===== config.mk =====
export PLATFORM = sky130hd
export DESIGN_NAME = bitmap_page_allocator_core_flat
export DESIGN_NICKNAME = d
export VERILOG_FILES = /design/src/bpa_pkg.sv /design/src/bpa_req_if.sv /design/src/bpa_rsp_if.sv /design/src/bpa_map_ram.sv /design/src/bpa_ctrl.sv /design/src/bitmap_page_allocator_core.sv /design/src/flat_wrapper.sv
export SDC_FILE = /design/constraint.sdc
export NUM_CORES = 2
export LEC_CHECK = 0
export BUFFER_PORTS_ARGS = -buffer_cell sky130_fd_sc_hd__clkbuf_2
export CAP_MARGIN = 20
export CORE_MARGIN = 4
export CORE_UTILIZATION = 50
export CTS_BUF_LIST = sky130_fd_sc_hd__clkbuf_2
export CTS_CLUSTER_SIZE = 12
export DETAILED_ROUTE_END_ITERATION = 6
export PLACE_DENSITY = 0.67
export SLEW_MARGIN = 20
export SYNTH_ARGS = -nofsm -noshare
export SYNTH_HDL_FRONTEND = slang
export SYNTH_SLANG_ARGS = --single-unit

===== constraint.sdc =====
create_clock -name clk -period 12.6 [get_ports clk]
set_clock_uncertainty 0.15 [all_clocks]
set_input_delay 1.26 -clock clk [delete_from_list [all_inputs] [get_ports clk]]
set_output_delay 1.26 -clock clk [all_outputs]
set_load 0.1 [all_outputs]

===== src/bpa_pkg.sv =====
// Shared types and constants for the bitmap page allocator.
// No dependencies; every other file of the block but bpa_map_ram refers to this package.
`timescale 1ns / 1ps
`default_nettype none

package bpa_pkg;

	localparam int ADDR_W   = 64;
	localparam int FREE_W   = 11;
	localparam int WORD_W   = 32;
	localparam int BIT_IDX_W = 5;

	localparam logic REQ_ALLOC = 1'b0;
	localparam logic REQ_FREE  = 1'b1;

	typedef enum logic [1:0] {
		ST_ALLOCATED = 2'd0,
		ST_NO_FREE   = 2'd1,
		ST_FREED     = 2'd2,
		ST_OUTSIDE   = 2'd3
	} status_t;

	typedef struct packed {
		status_t             status;
		logic [ADDR_W-1:0]   page_addr;
		logic [FREE_W-1:0]   free_pages;
	} result_t;

endpackage

`default_nettype wire


===== src/bpa_req_if.sv =====
// Request channel of the bitmap page allocator: valid/ready plus request fields.
// Depends on bpa_pkg for the address width.
`timescale 1ns / 1ps
`default_nettype none

interface bpa_req_if;
	logic                        valid;
	logic                        ready;
	logic                        req_type;
	logic [bpa_pkg::ADDR_W-1:0]  release_addr;

	modport source (output valid, output req_type, output release_addr, input ready);
	modport sink   (input valid, input req_type, input release_addr, output ready);
endinterface

`default_nettype wire


===== src/bpa_rsp_if.sv =====
// Response channel of the bitmap page allocator: valid/ready plus result fields.
// Depends on bpa_pkg for field widths.
`timescale 1ns / 1ps
`default_nettype none

interface bpa_rsp_if;
	logic                        valid;
	logic                        ready;
	logic [1:0]                  status;
	logic [bpa_pkg::ADDR_W-1:0]  page_addr;
	logic [bpa_pkg::FREE_W-1:0]  free_pages;

	modport source (output valid, output status, output page_addr, output free_pages,
		input ready);
	modport sink   (input valid, input status, input page_addr, input free_pages,
		output ready);
endinterface

`default_nettype wire


===== src/bpa_map_ram.sv =====
// Used-bit map storage: one write port and one read port with registered read data.
// Standalone; no package dependencies.
`timescale 1ns / 1ps
`default_nettype none

module bpa_map_ram #(
	parameter int DEPTH = 32,
	parameter int AW    = 5,
	parameter int DW    = 32
) (
	input  wire logic          clk,
	input  wire logic          we,
	input  wire logic [AW-1:0] waddr,
	input  wire logic [DW-1:0] wdata,
	input  wire logic [AW-1:0] raddr,
	output logic      [DW-1:0] rdata
);

	logic [DW-1:0] mem [DEPTH];

	always_ff @(posedge clk) begin
		if (we) begin
			mem[waddr] <= wdata;
		end
	end

	always_ff @(posedge clk) begin
		rdata <= mem[raddr];
	end

endmodule

`default_nettype wire


===== src/bpa_ctrl.sv =====
// Allocator sequencer: clears the map, scans for free pages, and does the
// read-modify-write of map words. Depends on bpa_pkg, bpa_req_if, bpa_map_ram ports.
`timescale 1ns / 1ps
`default_nettype none

module bpa_ctrl #(
	parameter int NUM_PAGES  = 1024,
	parameter int PAGE_SHIFT = 12,
	parameter int NUM_WORDS  = (NUM_PAGES + bpa_pkg::WORD_W - 1) / bpa_pkg::WORD_W,
	parameter int WA_W       = (NUM_WORDS > 1) ? $clog2(NUM_WORDS) : 1
) (
	input  wire logic                        clk,
	input  wire logic                        arst_n,
	bpa_req_if.sink                          req,
	input  wire logic [bpa_pkg::ADDR_W-1:0]  pool_base,
	output logic                             res_valid,
	input  wire logic                        res_ready,
	output bpa_pkg::result_t                 res,
	output logic                             ram_we,
	output logic      [WA_W-1:0]             ram_waddr,
	output logic      [bpa_pkg::WORD_W-1:0]  ram_wdata,
	output logic      [WA_W-1:0]             ram_raddr,
	input  wire logic [bpa_pkg::WORD_W-1:0]  ram_rdata
);

	localparam int CNT_W  = $clog2(NUM_PAGES + 1);
	localparam int HINT_W = $clog2(NUM_WORDS + 1);
	localparam int PI_W   = WA_W + bpa_pkg::BIT_IDX_W;
	localparam int LAST_BITS = NUM_PAGES - (NUM_WORDS - 1) * bpa_pkg::WORD_W;
	localparam logic [bpa_pkg::WORD_W-1:0] PAD_MASK = (LAST_BITS == bpa_pkg::WORD_W) ?
		'0 : ~((32'd1 << LAST_BITS) - 32'd1);
	localparam logic [WA_W-1:0]   LAST_WORD  = WA_W'(NUM_WORDS - 1);
	localparam logic [HINT_W-1:0] WORDS_H    = HINT_W'(NUM_WORDS);
	localparam logic [CNT_W-1:0]  CNT_RESET  = CNT_W'(NUM_PAGES);
	localparam logic [bpa_pkg::ADDR_W-1:0] POOL_SIZE =
		bpa_pkg::ADDR_W'(NUM_PAGES) << PAGE_SHIFT;

	typedef enum logic [2:0] {
		S_CLEAR, S_IDLE, S_CHECK, S_FREE_RD, S_ALLOC_RD, S_ADDR, S_DONE
	} state_t;

	state_t                        state_q;
	logic [WA_W-1:0]               clr_q;
	logic [HINT_W-1:0]             hint_q;
	logic [CNT_W-1:0]              cnt_q;
	logic [bpa_pkg::ADDR_W-1:0]    addr_q;
	logic [WA_W-1:0]               word_q;
	logic [bpa_pkg::BIT_IDX_W-1:0] bit_q;
	bpa_pkg::status_t              status_q;
	logic [bpa_pkg::ADDR_W-1:0]    page_addr_q;

	logic [bpa_pkg::ADDR_W:0]      diff;
	logic                          in_pool;
	logic [PI_W-1:0]               pidx_chk;
	logic [bpa_pkg::WORD_W-1:0]    masked;
	logic [bpa_pkg::WORD_W-1:0]    onehot;
	logic                          word_full;
	logic                          full_after;
	logic [bpa_pkg::BIT_IDX_W-1:0] bit_sel;
	logic [CNT_W+bpa_pkg::FREE_W-1:0] cnt_ext;

	// Pool check: the borrow of the subtraction tells release_addr < pool_base.
	assign diff     = {1'b0, addr_q} - {1'b0, pool_base};
	assign in_pool  = !diff[bpa_pkg::ADDR_W] && (diff[bpa_pkg::ADDR_W-1:0] < POOL_SIZE);
	assign pidx_chk = diff[PAGE_SHIFT +: PI_W];

	// Bits past the last page read as used so the search never lands on them.
	assign masked     = ram_rdata | ((word_q == LAST_WORD) ? PAD_MASK : '0);
	assign onehot     = ~masked & (masked + 32'd1);
	assign word_full  = &masked;
	assign full_after = &(masked | onehot);

	always_comb begin
		bit_sel = '0;
		for (int i = 0; i < bpa_pkg::WORD_W; i++) begin
			if (onehot[i]) begin
				bit_sel = bit_sel | bpa_pkg::BIT_IDX_W'(i);
			end
		end
	end

	always_comb begin
		ram_we    = 1'b0;
		ram_waddr = word_q;
		ram_wdata = ram_rdata;
		ram_raddr = hint_q[WA_W-1:0];
		unique case (state_q)
			S_CLEAR: begin
				ram_we    = 1'b1;
				ram_waddr = clr_q;
				ram_wdata = '0;
			end
			S_CHECK: begin
				ram_raddr = pidx_chk[PI_W-1:bpa_pkg::BIT_IDX_W];
			end
			S_ALLOC_RD: begin
				ram_raddr = word_q + WA_W'(1);
				ram_we    = !word_full;
				ram_wdata = ram_rdata | onehot;
			end
			S_FREE_RD: begin
				ram_we    = ram_rdata[bit_q];
				ram_wdata = ram_rdata & ~(32'd1 << bit_q);
			end
			default: begin
			end
		endcase
	end

	assign req.ready = (state_q == S_IDLE);
	assign res_valid = (state_q == S_DONE);
	assign cnt_ext   = {{bpa_pkg::FREE_W{1'b0}}, cnt_q};
	assign res.status     = status_q;
	assign res.page_addr  = page_addr_q;
	assign res.free_pages = cnt_ext[bpa_pkg::FREE_W-1:0];

	always_ff @(posedge clk or negedge arst_n) begin
		if (!arst_n) begin
			state_q <= S_CLEAR;
			clr_q   <= '0;
			hint_q  <= '0;
			cnt_q   <= CNT_RESET;
		end else begin
			unique case (state_q)
				S_CLEAR: begin
					clr_q <= clr_q + WA_W'(1);
					if (clr_q == LAST_WORD) begin
						state_q <= S_IDLE;
					end
				end
				S_IDLE: begin
					if (req.valid) begin
						addr_q <= req.release_addr;
						if (req.req_type == bpa_pkg::REQ_FREE) begin
							state_q <= S_CHECK;
						end else if (cnt_q == '0) begin
							status_q    <= bpa_pkg::ST_NO_FREE;
							page_addr_q <= '0;
							state_q     <= S_DONE;
						end else begin
							word_q  <= hint_q[WA_W-1:0];
							state_q <= S_ALLOC_RD;
						end
					end
				end
				S_CHECK: begin
					if (!in_pool) begin
						status_q    <= bpa_pkg::ST_OUTSIDE;
						page_addr_q <= '0;
						state_q     <= S_DONE;
					end else begin
						word_q  <= pidx_chk[PI_W-1:bpa_pkg::BIT_IDX_W];
						bit_q   <= pidx_chk[bpa_pkg::BIT_IDX_W-1:0];
						state_q <= S_FREE_RD;
					end
				end
				S_FREE_RD: begin
					if (ram_rdata[bit_q]) begin
						cnt_q <= cnt_q + CNT_W'(1);
						if (HINT_W'(word_q) < hint_q) begin
							hint_q <= HINT_W'(word_q);
						end
					end
					status_q    <= bpa_pkg::ST_FREED;
					page_addr_q <= '0;
					state_q     <= S_DONE;
				end
				S_ALLOC_RD: begin
					if (word_full) begin
						if (word_q == LAST_WORD) begin
							status_q    <= bpa_pkg::ST_NO_FREE;
							page_addr_q <= '0;
							state_q     <= S_DONE;
						end else begin
							word_q <= word_q + WA_W'(1);
						end
					end else begin
						cnt_q    <= cnt_q - CNT_W'(1);
						bit_q    <= bit_sel;
						hint_q   <= full_after ? HINT_W'(word_q) + HINT_W'(1) : HINT_W'(word_q);
						status_q <= bpa_pkg::ST_ALLOCATED;
						state_q  <= S_ADDR;
					end
				end
				S_ADDR: begin
					page_addr_q <= pool_base +
						(bpa_pkg::ADDR_W'({word_q, bit_q}) << PAGE_SHIFT);
					state_q <= S_DONE;
				end
				S_DONE: begin
					if (res_ready) begin
						state_q <= S_IDLE;
					end
				end
				default: begin
					state_q <= S_IDLE;
				end
			endcase
		end
	end

`ifndef SYNTHESIS
	a_cnt_range: assert property (@(posedge clk) disable iff (!arst_n)
		cnt_q <= CNT_RESET)
		else $error("free page count above pool size");

	a_hint_valid: assert property (@(posedge clk) disable iff (!arst_n)
		(cnt_q != '0) |-> (hint_q < WORDS_H))
		else $error("search hint past the map while pages are free");

	a_cnt_step: assert property (@(posedge clk) disable iff (!arst_n)
		(cnt_q == $past(cnt_q)) || (cnt_q == $past(cnt_q) + CNT_W'(1)) ||
		(cnt_q == $past(cnt_q) - CNT_W'(1)))
		else $error("free page count moved by more than one");

	a_write_state: assert property (@(posedge clk) disable iff (!arst_n)
		ram_we |-> ((state_q == S_CLEAR) || (state_q == S_ALLOC_RD) ||
			(state_q == S_FREE_RD)))
		else $error("map written outside a read-modify-write step");

	a_accept_busy: assert property (@(posedge clk) disable iff (!arst_n)
		(req.valid && req.ready) |=> (state_q != S_IDLE))
		else $error("accepted request did not start");
`endif

endmodule

`default_nettype wire


===== src/bitmap_page_allocator_core.sv =====
// Top level of the bitmap page allocator: config register, output register,
// sequencer and map RAM. Depends on bpa_pkg, bpa_req_if, bpa_rsp_if, bpa_ctrl, bpa_map_ram.
//
// The req channel carries one request per transaction: req_type 0 allocates the
// lowest-numbered free page, req_type 1 frees the page holding release_addr. The rsp
// channel returns one result transaction per request, in order: status, the allocated
// page address (zero otherwise) and the free page count. pool_base is written through
// cfg_wr_en / cfg_wr_data; the user must do so only while the block is idle (not enforced).
// A free inside the pool passes the check, read and done states, a free outside the pool
// only check and done. An allocate reads map words from the search hint on, one more read
// per fully used 32-bit map word before the first word with a free page, then forms the
// address; it goes straight to done when no page is free. The hint keeps the usual case to
// a single word read. The next request is taken in the cycle after a result leaves the
// sequencer. arst_n clears control state and pool_base; then a pass writes one map word
// per cycle over all ceil(NUM_PAGES/32) words (32 at the default size), with req.ready low.
// A finished result waits in the output register while rsp.ready is low; the next
// request is still accepted and worked on, and holds in its final step until the
// output register frees up.
`timescale 1ns / 1ps
`default_nettype none

module bitmap_page_allocator_core #(
	parameter int NUM_PAGES  = 1024,
	parameter int PAGE_SHIFT = 12
) (
	input  wire logic                        clk,
	input  wire logic                        arst_n,
	input  wire logic                        cfg_wr_en,
	input  wire logic [bpa_pkg::ADDR_W-1:0]  cfg_wr_data,
	bpa_req_if.sink                          req,
	bpa_rsp_if.source                        rsp
);

	localparam int NUM_WORDS = (NUM_PAGES + bpa_pkg::WORD_W - 1) / bpa_pkg::WORD_W;
	localparam int WA_W      = (NUM_WORDS > 1) ? $clog2(NUM_WORDS) : 1;

	// Base address of page 0; the user must write it only between requests (not enforced).
	logic [bpa_pkg::ADDR_W-1:0] pool_base_q;

	// Output register that decouples the response side from the sequencer.
	logic                       rsp_valid_q;
	bpa_pkg::result_t           rsp_q;

	logic                       res_valid;
	logic                       res_ready;
	bpa_pkg::result_t           res;

	logic                       ram_we;
	logic [WA_W-1:0]            ram_waddr;
	logic [bpa_pkg::WORD_W-1:0] ram_wdata;
	logic [WA_W-1:0]            ram_raddr;
	logic [bpa_pkg::WORD_W-1:0] ram_rdata;

	always_ff @(posedge clk or negedge arst_n) begin
		if (!arst_n) begin
			pool_base_q <= '0;
		end else if (cfg_wr_en) begin
			pool_base_q <= cfg_wr_data;
		end
	end

	// The sequencer may hand over a result when the register is empty or being drained.
	assign res_ready = !rsp_valid_q || rsp.ready;

	always_ff @(posedge clk or negedge arst_n) begin
		if (!arst_n) begin
			rsp_valid_q <= 1'b0;
		end else if (res_ready) begin
			rsp_valid_q <= res_valid;
		end
	end

	always_ff @(posedge clk) begin
		if (res_ready && res_valid) begin
			rsp_q <= res;
		end
	end

	assign rsp.valid      = rsp_valid_q;
	assign rsp.status     = rsp_q.status;
	assign rsp.page_addr  = rsp_q.page_addr;
	assign rsp.free_pages = rsp_q.free_pages;

	bpa_ctrl #(
		.NUM_PAGES  (NUM_PAGES),
		.PAGE_SHIFT (PAGE_SHIFT),
		.NUM_WORDS  (NUM_WORDS),
		.WA_W       (WA_W)
	) u_ctrl (
		.clk       (clk),
		.arst_n    (arst_n),
		.req       (req),
		.pool_base (pool_base_q),
		.res_valid (res_valid),
		.res_ready (res_ready),
		.res       (res),
		.ram_we    (ram_we),
		.ram_waddr (ram_waddr),
		.ram_wdata (ram_wdata),
		.ram_raddr (ram_raddr),
		.ram_rdata (ram_rdata)
	);

	bpa_map_ram #(
		.DEPTH (NUM_WORDS),
		.AW    (WA_W),
		.DW    (bpa_pkg::WORD_W)
	) u_map_ram (
		.clk   (clk),
		.we    (ram_we),
		.waddr (ram_waddr),
		.wdata (ram_wdata),
		.raddr (ram_raddr),
		.rdata (ram_rdata)
	);

endmodule

`default_nettype wire

===== src/flat_wrapper.sv =====
// flat-port wrapper written by rule: the top's interface ports become plain ports
module bitmap_page_allocator_core_flat 
#(
	parameter int NUM_PAGES  = 1024,
	parameter int PAGE_SHIFT = 12
)
  (clk, arst_n, cfg_wr_en, cfg_wr_data, req_valid, req_req_type, req_release_addr, req_ready, rsp_valid, rsp_status, rsp_page_addr, rsp_free_pages, rsp_ready);
  bpa_req_if req_i ();
  bpa_rsp_if rsp_i ();
  input  wire logic clk;
  input  wire logic arst_n;
  input  wire logic cfg_wr_en;
  input  wire logic [bpa_pkg::ADDR_W-1:0] cfg_wr_data;
  input wire logic [$bits(req_i.valid)-1:0] req_valid;
  input wire logic [$bits(req_i.req_type)-1:0] req_req_type;
  input wire logic [$bits(req_i.release_addr)-1:0] req_release_addr;
  output wire logic [$bits(req_i.ready)-1:0] req_ready;
  output wire logic [$bits(rsp_i.valid)-1:0] rsp_valid;
  output wire logic [$bits(rsp_i.status)-1:0] rsp_status;
  output wire logic [$bits(rsp_i.page_addr)-1:0] rsp_page_addr;
  output wire logic [$bits(rsp_i.free_pages)-1:0] rsp_free_pages;
  input wire logic [$bits(rsp_i.ready)-1:0] rsp_ready;
  assign req_i.valid = req_valid;
  assign req_i.req_type = req_req_type;
  assign req_i.release_addr = req_release_addr;
  assign req_ready = req_i.ready;
  assign rsp_valid = rsp_i.valid;
  assign rsp_status = rsp_i.status;
  assign rsp_page_addr = rsp_i.page_addr;
  assign rsp_free_pages = rsp_i.free_pages;
  assign rsp_i.ready = rsp_ready;
  bitmap_page_allocator_core #(.NUM_PAGES(NUM_PAGES), .PAGE_SHIFT(PAGE_SHIFT)) u_core (.clk(clk), .arst_n(arst_n), .cfg_wr_en(cfg_wr_en), .cfg_wr_data(cfg_wr_data), .req(req_i), .rsp(rsp_i));
endmodule

==> flow_summary.yaml <==
status:
  status: "finished, final reports clean"
job:
  cap_violations: 0
global_route:
  grt_pass1_wl_um: 255500
  antenna_found_initial: 4
  gr-total-overflow: 0
  gr-usage-all-layers: 0.2757
  grt_pass1_vias: 39424
  grt_max_degree: 137
synth:
  yosysUniqueCellTypes: 92
  synth_most_common_cell: "edfxtp_1"
  yosys_warnings: 0
  postSynthAreaPerCell_um2: 14.55
  yosys.area.top_type_share: 0.6267
  synth_top_area_cell: "edfxtp_1"
  syn-instance-count: 4087
  ys_seq_area_frac: 0.6753
  synth-edff-count: 1241
  synth.area.top_cells: "edfxtp_1 63%, mux4_2 5.1%, mux2i_1 4.9%"
  syn-num-nets: 4313
  synth_seq_cells: 1363
  synthTopCellsByCount: "1,241 x edfxtp_1, 384 x nand2_1, 289 x mux2i_1, 235 x o21ai_0, 201 x nor2_1"
  synth_area_um2: 59470
  synthArstFlopShare: 0.06603
  ys.flop_type: "edfxtp_1"
critical_path:
  critPathLaunchType: "flip-flop"
  cp.required_ns: 13.60
  critical_path_buf_inv_count: 2
  critPathMostFrequentCell: "a21oi_1"
  slowest_stage: "a2111oi_0"
  end_kind: "flip-flop"
  path_cells: "inv_1 > ha_1 > a21oi_1 > o21ai_0 > a211oi_1 > or2_0 > a21oi_1 > o21ai_1 > mux2i_1 > a2111oi_0 > and4_1 > a21oi_4 > buf_4"
  cp_max_fo: 61
  path_class: "reg -> reg"
  crit_arrival_ns: 6.59
  path_delay_family: "compound AO/OA/AOI/OAI gates"
  slowest_delay_ns: 0.89
die:
  die-width_um: 352.9
  rows: 126
  die_y_um: 352.9
  num_io_pins: 213
  core_um2: 118100
  die_area_um2: 124500
  start_util: 0.5036
sta:
  rsz0062_at_grt: "no"
  max_freq_ghz: 0.1789
  fin_ws_ns: 7.011
  report.final.hold_viol_count: 0
  slew_headroom: 0.2281
  finalSetupViolCount: 0
  fin_crit_ns: 5.589
  post-route-period-util: 0.4436
  tns_ns: 0
  tightestPinTransition_ns: 1.158
  slew_viol_final: 0
drt:
  routed_wl_um: 174700
  vias: 39911
  drt-pass1-iter-count: 7
  wl_per_cell_um: 26.80
  antenna_left: 0
  via_per_inst: 6.123
  drc: 0
  dr.first_iter.drc_count: 4802
hold_path:
  holdCritPathClass: "reg -> reg"
cts:
  cts.sinks: 1363
  worstSkewPairLatency_ns: 1.77
  cts-root-buf: "clkbuf_2"
  clock_path_buffers: 4
  numCtsBuffers: 350
  cts_resized: 0
  ctsHtreeMaxLevel: 5
  clkTransAtPathRegs_ns: 0.12
  cts_tree: "done"
power_and_ir_drop:
  p_leak_nw: 24.42
  power_density_nw_per_um2: 245.9
  vdd_ir_drop_max_uv: 284.3
finish:
  utilization: 0.5749
  nets: 4957
  fill_cells: 9360
  multi_input_area_um2: 18380
  area_growth_syn_to_layout_pct: 14.16
  layout-drive-gt1-share: 0.2323
  instances_no_fill: 6518
  regArea_um2: 40160
placement:
  port_buffers: 212
  routabilityCongestion: 0.9459
  place_ws_ns: 7.270
  dp.cells: 5712
  dp_hpwl_um: 105400
[worst paths after layout]
| path | start | endpoint | slack (ns) | depth (start not counted) |
|---|---|---|---|---|
| setup / recovery | u_core.pool_base_q[15]$_DFFE_PN0P_ | u_core.u_ctrl.page_addr_q[49]$_SDFFCE_PP0P_ | 7.01 | 13 |
| hold / removal | u_core.u_ctrl.page_addr_q[17]$_SDFFCE_PP0P_ | u_core.rsp.page_addr[17]$_DFFE_PP_ | 0.14 | 0 |
| setup reg to reg | u_core.pool_base_q[15]$_DFFE_PN0P_ | u_core.u_ctrl.page_addr_q[49]$_SDFFCE_PP0P_ | 7.01 | 13 |
| hold reg to reg | u_core.u_ctrl.page_addr_q[17]$_SDFFCE_PP0P_ | u_core.rsp.page_addr[17]$_DFFE_PP_ | 0.14 | 0 |
| max in group asynchronous | arst_n | u_core.pool_base_q[49]$_DFFE_PN0P_ | 9.88 | 5 |
| min in group asynchronous | arst_n | u_core.u_ctrl.state_q[1]$_DFFE_PN0P_ | 0.58 | 3 |
[layout make-up]
type / count / share of cell area
Timing Repair Buffer: 508 / 0.05636
Antenna cell: 2 / 0.00007372
Multi-Input combinational cell: 2385 / 0.2707
Sequential cell: 1363 / 0.5916
Clock inverter: 68 / 0.006654
Clock buffer: 533 / 0.03929
Tap cell: 1536 / 0.02831
Inverter: 123 / 0.006985
[state kept, by name, summed over array words and instances (netlist names)]
signal and count:
u_core.u_ctrl.addr_q 64, u_core.u_ctrl.bit_q 5, u_core.rsp.page_addr 64, u_core.u_ctrl.page_addr_q 64, u_core.u_map_ram.mem 1024, u_core.u_ctrl.cnt_q 11
u_core.u_ctrl.status_q 2, u_core.rsp.free_pages 11, u_core.u_ctrl.state_q 3, u_core.pool_base_q 64, u_core.rsp.status 2, u_core.u_ctrl.hint_q 6
u_core.rsp.valid 1, u_core.u_map_ram.rdata 32, u_core.u_ctrl.word_q 5, u_core.u_ctrl.clr_q 5
[layer usage]
metal  vias to the layer above  wire length (µm)  part of all wire  global-route usage
met5                         -                 7          0.000040                   0
met4                         2              5282             0.030             0.09977
met3                       315             17040             0.098             0.06663
met2                      2162             80690              0.46              0.4283
met1                     19926             71660              0.41              0.3818
li1                      17506                 -                 -                   -
[kinds of logic after synthesis]
| kind of cell | share of synthesized area |
|---|---|
| flip-flops | 0.6753 |
| AND/OR/NAND/NOR | 0.07678 |
| AO/OA/AOI/OAI | 0.08315 |
| multiplexers | 0.1137 |
| buffers and inverters | 0.02340 |
| adder cells (fa/ha/maj) | 0.02045 |
| XOR/XNOR | 0.007217 |
[what timing repair did]
action	4_1_cts	5_1_grt
hold buffers	202	0
hold endpoints to repair	191	0
setup buffers	0	0
[power breakdown]
group          switching, mW  total, mW  internal [mW]
combinational           4.66       7.10           2.44
clock                   1.75       3.00           1.25
sequential             0.375       6.60           6.22
total                   6.78       16.7           9.91
[worst reg2reg max path, delay by kind of cell (launching register included)]
family	cells	cell delay, ns
compound gates	7	2.49
fa+ha+maj	1	0.37
buf+inv	2	0.42
flops	1	0.37
mux	1	0.14
simple gates	2	0.93
[through the flow]
step / cell area (µm²) / hold slack (ns) / total power [mW]
CTS: 67800 / 0.008382 / 16.69
global placement: 62650 / 0.2512 / 13.54
floorplan: 59470 / 0.2503 / 11.49
detailed placement: 62660 / 0.2545 / 13.63
finish: 67890 / 0.1418 / 16.69
global route: 67890 / 0.07531 / 17.52
[cells in the final DEF, fill, tap and decap left out, types with 10 or more instances in the layout]
| master | Yosys | final |
|---|---|---|
| clkinv_1 | 0 | 48 |
| ha_1 | 90 | 90 |
| a21o_1 | 16 | 16 |
| dfrtp_1 | 89 | 89 |
| o211ai_1 | 18 | 18 |
| o21ai_1 | 6 | 13 |
| a21oi_1 | 197 | 194 |
| nor2_4 | 0 | 36 |
| xor2_1 | 13 | 13 |
| a222oi_1 | 31 | 31 |
| edfxtp_1 | 1241 | 1241 |
| dfxtp_1 | 32 | 32 |
| nor2_1 | 201 | 165 |
| nand2_1 | 384 | 381 |
| nand4_1 | 94 | 94 |
| o21a_1 | 17 | 17 |
| a32oi_1 | 39 | 39 |
| nor2b_1 | 10 | 10 |
| nand3_1 | 59 | 58 |
| and3_1 | 20 | 18 |
| a31oi_1 | 15 | 14 |
| a211oi_1 | 28 | 26 |
| or3_1 | 24 | 24 |
| mux2i_1 | 289 | 289 |
| mux4_2 | 135 | 135 |
| and4_1 | 12 | 12 |
| inv_1 | 121 | 121 |
| and2_1 | 17 | 17 |
| nor4_1 | 32 | 31 |
| nor3_1 | 70 | 67 |
| a22oi_1 | 70 | 70 |
| clkbuf_2 | 3 | 743 |
| buf_4 | 2 | 93 |
| mux2_2 | 71 | 71 |
| o21ai_0 | 235 | 219 |
| dlygate4sd3_1 | 0 | 202 |
| xnor2_1 | 36 | 36 |
No activity file was read; power rests on OpenSTA's default activity.
